==> src/hw/rtl/ssort_pkg.sv <==
// shared types, constants and helpers for the stable insertion sorter
package ssort_pkg;

  localparam int DataW        = 32;
  localparam int DefaultDepth = 16;

  // per-cycle command broadcast to every cell of the chain
  typedef struct packed {
    logic ins;    // insert the incoming sample
    logic drain;  // shift contents one cell towards the head
  } cell_ctrl_t;

  // signed less-than on two's complement words
  function automatic logic less_signed(input logic [DataW-1:0] a, input logic [DataW-1:0] b);
    return $signed(a) < $signed(b);
  endfunction

endpackage

==> src/hw/rtl/ssort_cell.sv <==
// one cell of the sorting chain: holds a value and trades it with its neighbours
module ssort_cell (
  input  logic                       clk_i,
  input  ssort_pkg::cell_ctrl_t      ctrl_i,
  input  logic [ssort_pkg::DataW-1:0] sample_i,
  input  logic                       occupied_i,
  input  logic                       left_take_i,
  input  logic [ssort_pkg::DataW-1:0] left_value_i,
  input  logic [ssort_pkg::DataW-1:0] right_value_i,
  output logic                       take_o,
  output logic [ssort_pkg::DataW-1:0] value_o
);
  import ssort_pkg::*;

  logic [DataW-1:0] value_q, value_d;

  // strict compare keeps equal values in arrival order
  assign take_o  = !occupied_i || less_signed(sample_i, value_q);
  assign value_o = value_q;

  always_comb begin
    value_d = value_q;
    if (ctrl_i.ins && take_o) begin
      value_d = left_take_i ? left_value_i : sample_i;
    end else if (ctrl_i.drain) begin
      value_d = right_value_i;
    end
  end

  always_ff @(posedge clk_i) begin
    value_q <= value_d;
  end

endmodule

==> src/hw/rtl/stable_insertion_sorter.sv <==
// stable ascending insertion sorter built from a chain of compare-and-shift cells
// collecting: one sample per cycle, every cell compares and shifts in the same cycle
// read-out: the end-of-set transfer starts read-out; results are registered from the head of the
//   chain, one result per cycle while the output is not stalled; input is stalled until the last
//   result has left the chain
// reset clears count, overflow flag, read-out state and output valid; cell contents are not reset
module stable_insertion_sorter #(
  parameter int DEPTH = ssort_pkg::DefaultDepth
) (
  input  logic                              clk_i,
  input  logic                              rst_ni,
  input  logic                              in_valid_i,
  output logic                              in_stall_o,
  input  logic signed [ssort_pkg::DataW-1:0] sample_value_i,
  input  logic                              end_of_set_i,
  output logic                              out_valid_o,
  input  logic                              out_stall_i,
  output logic signed [ssort_pkg::DataW-1:0] sorted_value_o,
  output logic                              final_result_o,
  output logic                              overflowed_o
);
  import ssort_pkg::*;

  localparam int CntW = $clog2(DEPTH + 1);

  // control state
  logic [CntW-1:0] count_q, count_d;
  logic            drain_q, drain_d;
  logic            ovf_q, ovf_d;
  logic            out_valid_q, out_valid_d;

  // output payload register
  logic [DataW-1:0] out_value_q;
  logic             out_final_q;
  logic             out_ovf_q;

  logic       in_xfer;
  logic       full;
  logic       pop;
  cell_ctrl_t ctrl;

  logic [DEPTH-1:0]            occupied;
  logic [DEPTH-1:0]            take;
  logic [DEPTH-1:0][DataW-1:0] value;

  // no new samples while the set is being read out
  assign in_stall_o = drain_q;
  assign in_xfer    = in_valid_i && !drain_q;
  assign full       = (count_q == CntW'(DEPTH));

  // during read-out, pull the head of the chain into the output register whenever that register frees up
  assign pop = drain_q && (!out_valid_q || !out_stall_i);

  assign ctrl.ins   = in_xfer && !full;
  assign ctrl.drain = pop;

  // cells below the fill count hold live values
  always_comb begin
    for (int i = 0; i < DEPTH; i++) begin
      occupied[i] = (CntW'(i) < count_q);
    end
  end

  for (genvar g = 0; g < DEPTH; g++) begin : g_cell
    logic             left_take;
    logic [DataW-1:0] left_value;
    logic [DataW-1:0] right_value;

    if (g == 0) begin : g_head
      assign left_take  = 1'b0;
      assign left_value = '0;
    end else begin : g_body
      assign left_take  = take[g-1];
      assign left_value = value[g-1];
    end

    if (g == DEPTH - 1) begin : g_tail
      assign right_value = '0;
    end else begin : g_inner
      assign right_value = value[g+1];
    end

    ssort_cell u_cell (
      .clk_i         (clk_i),
      .ctrl_i        (ctrl),
      .sample_i      (sample_value_i),
      .occupied_i    (occupied[g]),
      .left_take_i   (left_take),
      .left_value_i  (left_value),
      .right_value_i (right_value),
      .take_o        (take[g]),
      .value_o       (value[g])
    );
  end

  always_comb begin
    count_d     = count_q;
    drain_d     = drain_q;
    ovf_d       = ovf_q;
    out_valid_d = out_valid_q;

    if (in_xfer) begin
      // a sample arriving at a full chain is dropped and flagged
      if (full) begin
        ovf_d = 1'b1;
      end else begin
        count_d = count_q + CntW'(1);
      end
      if (end_of_set_i) begin
        drain_d = 1'b1;
      end
    end

    if (pop) begin
      count_d = count_q - CntW'(1);
      // last value of the set leaves: back to collecting
      if (count_q == CntW'(1)) begin
        drain_d = 1'b0;
        ovf_d   = 1'b0;
      end
    end

    if (pop) begin
      out_valid_d = 1'b1;
    end else if (!out_stall_i) begin
      out_valid_d = 1'b0;
    end
  end

  always_ff @(posedge clk_i or negedge rst_ni) begin
    if (!rst_ni) begin
      count_q     <= '0;
      drain_q     <= 1'b0;
      ovf_q       <= 1'b0;
      out_valid_q <= 1'b0;
    end else begin
      count_q     <= count_d;
      drain_q     <= drain_d;
      ovf_q       <= ovf_d;
      out_valid_q <= out_valid_d;
    end
  end

  always_ff @(posedge clk_i) begin
    if (pop) begin
      out_value_q <= value[0];
      out_final_q <= (count_q == CntW'(1));
      out_ovf_q   <= ovf_q;
    end
  end

  assign out_valid_o    = out_valid_q;
  assign sorted_value_o = out_value_q;
  assign final_result_o = out_final_q;
  assign overflowed_o   = out_ovf_q;

endmodule

==> config.mk <==
export PLATFORM = sky130hd
export DESIGN_NAME = stable_insertion_sorter
export DESIGN_NICKNAME = d
export VERILOG_FILES = /design/src/hw/rtl/ssort_pkg.sv /design/src/hw/rtl/ssort_cell.sv /design/src/hw/rtl/stable_insertion_sorter.sv
export SDC_FILE = /design/constraint.sdc
export NUM_CORES = 2
export LEC_CHECK = 0
export ABC_CLOCK_PERIOD_IN_PS = 5650
export BUFFER_PORTS_ARGS = -buffer_cell sky130_fd_sc_hd__buf_2
export CAP_MARGIN = 15
export CORE_MARGIN = 3
export CORE_UTILIZATION = 44
export DETAILED_ROUTE_END_ITERATION = 10
export SETUP_SLACK_MARGIN = 0.3
export SYNTH_ARGS = -nofsm -noshare
export SYNTH_HDL_FRONTEND = slang
export SYNTH_SLANG_ARGS = --single-unit
==> constraint.sdc <==
create_clock -name clk_i -period 5.65 [get_ports clk_i]
set_input_delay 0.2825 -clock clk_i [delete_from_list [all_inputs] [get_ports clk_i]]
set_output_delay 0.2825 -clock clk_i [all_outputs]
set_load 0.03 [all_outputs]
==> results.cfg <==
[logic_synthesis]
yosys.area.top_type = edfxtp_1
avgSynthCellArea_um2 = 9.30
synthArstFlopShare_pct = 1.44
netlist_area_um2 = 41100
yosys_warnings = 0
seq_area_frac_synth_pct = 40.4
synth_area_leaders = edfxtp_1 (40%), ha_1 (15%), mux2i_1 (7.7%)
ys_ff_latch = 554
synth_edf_count = 546
ys_types = 72
synth.top_cell.area_share_pct = 39.9
synth_flop_cell = edfxtp_1
syn_inst = 4423
yosysMostFrequentCell = edfxtp_1
yosys-top-cells-count = edfxtp_1 (546), inv_1 (517), nand2_1 (500)
syn_nets = 4959

[grt]
gr-usage-all-layers_pct = 22.7
antenna_found_initial = 2
grt_max_degree = 79
grt_overflow = 0
grt_pass1_vias = 32600
grt_pass1_wl_mm = 180

[sta]
clock_skew_ns = 0.0268
setup_viol = 0
hold_viol = 0
worst_slew_pin_slew_ns = 1.12
drv_slew = 0
rsz0062_at_grt = false
max_freq_mhz = 240
period_needed_ns = 4.16
fin_setup_tns_ns = 0
max_slew_margin_pct = 25.4
fin_crit_sh_pct = 73.7

[worst_setup_path]
slowest_delay_ns = 0.82
crit_path_top_delay_cell = nor4_1
crit_type = register to register
critPathLaunch = g_cell[7].u_cell.value_o[31]$_DFFE_PP_
crit_buf_inv = 2
crit_required_ns = 5.99
cp.arrival_ns = 4.50
r2r_slack_ns = 1.49
r2r_start = g_cell[7].u_cell.value_o[31]$_DFFE_PP_
crit_path_max_fanout = 64
path_delay_family = compound AO/OA/AOI/OAI gates
path_cells = inv_1, ha_1, nand4_1, nor4_1, o211ai_1, a31oi_1, o211ai_1, nand3b_1, buf_4, o31ai_1
cp-end-kind = register
cp_common_cell = o211ai_1
start_kind = register

[die]
rows = 111
start_util_pct = 44.6
io_pins = 73
dieArea_um2 = 97200
core_area_um2 = 92200
die_w_um = 312
dieHeight_um = 312

[detailed_routing]
drc = 0
drtAntennaViolNets = 0
drt_iter0_drc = 2523
routedWlPerCell_um = 19.7
firstDrtPassIters = 5
routed_via_density = 5.69
wl_mm = 112
vias = 32400

[clock_network]
clock_latency_ns = 0.62
post-cts-setup-buffer-count = 0
clock-root-buffer = clkbuf_16
clk_pin_slew_ns = 0.06
cts-htree-levels = 3
cts.sinks = 554
cts_buffers = 68
clock_path_buffers = 3
cts_tree = built

[cells_and_area]
area_delta_synth_final_pct = 9.40
drive_above_1_share_pct = 7.58
num_antenna_cells = 0
final.fill_count = 8771
fin_nets = 4935
final_util_pct = 48.8

[job]
maxCapViolCount = 0

[pwr]
p_per_area_nw_per_um2 = 663
ir_drop_mv = 0.370
power_leakage_nw = 20.0

[placed_design]
gp_congestion = 0.830
io_buffers = 72
dpl.hpwl_mm = 81.9

[hold_path]
hold_path_class = input pin to asynchronous set/reset pin

[status]
status = completed
==> path summary, 6_finish.rpt <==
| kind | to | cells after the start |
|---|---|---|
| max | g_cell[7].u_cell.value_o[3]$_DFFE_PP_ | 10 |
| min reg2reg | overflowed_o$_DFFE_PP_ | 0 |
| min in group clk_i | g_cell[14].u_cell.value_o[9]$_DFFE_PP_ | 3 |
| max in group asynchronous | count_q[2]$_DFFE_PN0P_ | 2 |
| max reg2reg | g_cell[7].u_cell.value_o[3]$_DFFE_PP_ | 10 |
| min | count_q[1]$_DFFE_PN0P_ | 2 |
==> placed cells by master, fill, tap and decap left out, types with 9 or more instances in the layout <==
| cell type | instances |
|---|---|
| edfxtp_1 | 546 |
| inv_1 | 516 |
| ha_1 | 498 |
| nand2_1 | 496 |
| a21oi_1 | 444 |
| mux2i_1 | 317 |
| nor2_1 | 313 |
| o21ai_0 | 254 |
| a31oi_1 | 136 |
| buf_4 | 96 |
| buf_2 | 72 |
| clkbuf_16 | 71 |
| nand4_1 | 62 |
| a21o_1 | 59 |
| nor3_1 | 49 |
| o21a_1 | 42 |
| o22ai_1 | 35 |
| o31ai_1 | 34 |
| o22a_1 | 34 |
| mux2_2 | 34 |
| nand3_1 | 28 |
| nand2b_1 | 24 |
| and4_1 | 20 |
| clkbuf_1 | 20 |
| o211ai_1 | 17 |
| nor4_1 | 13 |
| clkinv_1 | 12 |
| a211oi_1 | 10 |
| a2111oi_0 | 10 |
| clkinv_2 | 10 |
| a221oi_1 | 9 |
| o21ai_1 | 9 |
==> routing by layer <==
layer	share of wire, %	wire, µm	GRT usage [%]
met1	47	52700	31.6
met5	0	0	0
met3	4.1	4590	2.40
met2	47	52700	38.0
met4	1.9	2080	5.77
==> what timing repair did <==
item / CTS / global route
hold buffers: 5 / 0
hold endpoints to repair: 11 / 0
gates resized for setup: 0 / 0
==> flip-flops by register name, summed over array words and instances (netlist names) <==
name / flops
count_q: 5
final_result_o: 1
g_cell.u_cell.value_o: 512
in_stall_o: 1
out_valid_o: 1
overflowed_o: 1
ovf_q: 1
sorted_value_o: 32
==> worst register-to-register path, stage by stage (launching register included) <==
cell and delay [ns]:
edfxtp_1 0.40, inv_1 0.06, ha_1 0.34, nand4_1 0.20, nor4_1 0.82, o211ai_1 0.21
a31oi_1 0.59, o211ai_1 0.29, nand3b_1 0.18, buf_4 0.57, o31ai_1 0.22
==> stage by stage <==
step	power (mW)	instance area [µm²]	worst slack, ns	hold WS (ns)	std cells
6_report	29.8	45000	1.49	0.0427	5691
3_3_place_gp	25.1	42800	1.01	0.138	5565
2_1_floorplan	21.1	41100	0.766	-0.0131	4423
4_1_cts	29.9	45000	1.29	0.00675	5689
5_1_grt	32.4	45000	1.25	0.0594	5691
3_5_place_dp	25.5	42800	0.974	0.138	5565
==> cells by family after synthesis <==
family	count (synthesis)	share of synthesized area (%)
and+or+nand+nor	1062	11.2
xor gates and xnor gates	5	0.107
DFF	554	40.4
AOI/OAI and AO/OA	1159	16.6
muxes	354	8.75
adders and majority gates	499	15.2
buffers and inverters	790	7.79
==> report_power, final <==
group / leakage, nW / switching (mW) / internal (mW)
sequential: 5.46 / 1.95 / 8.03
clock: 1.02 / 1.82 / 2.48
combinational: 13.5 / 9.63 / 5.91
total: 20.0 / 13.4 / 16.4
==> final cells by class <==
cell class              instances  area, µm²  area share (%)
clock buffers                  91       1850            4.12
clock inverters                28        231           0.514
inverters                     517       1940            4.31
multi-input cells            3079      21600            47.9
flip-flops and latches        554      16600            36.9
well taps                    1243       1560            3.46
repair buffers                179       1240            2.76
Power figures use the tool's default switching activity.
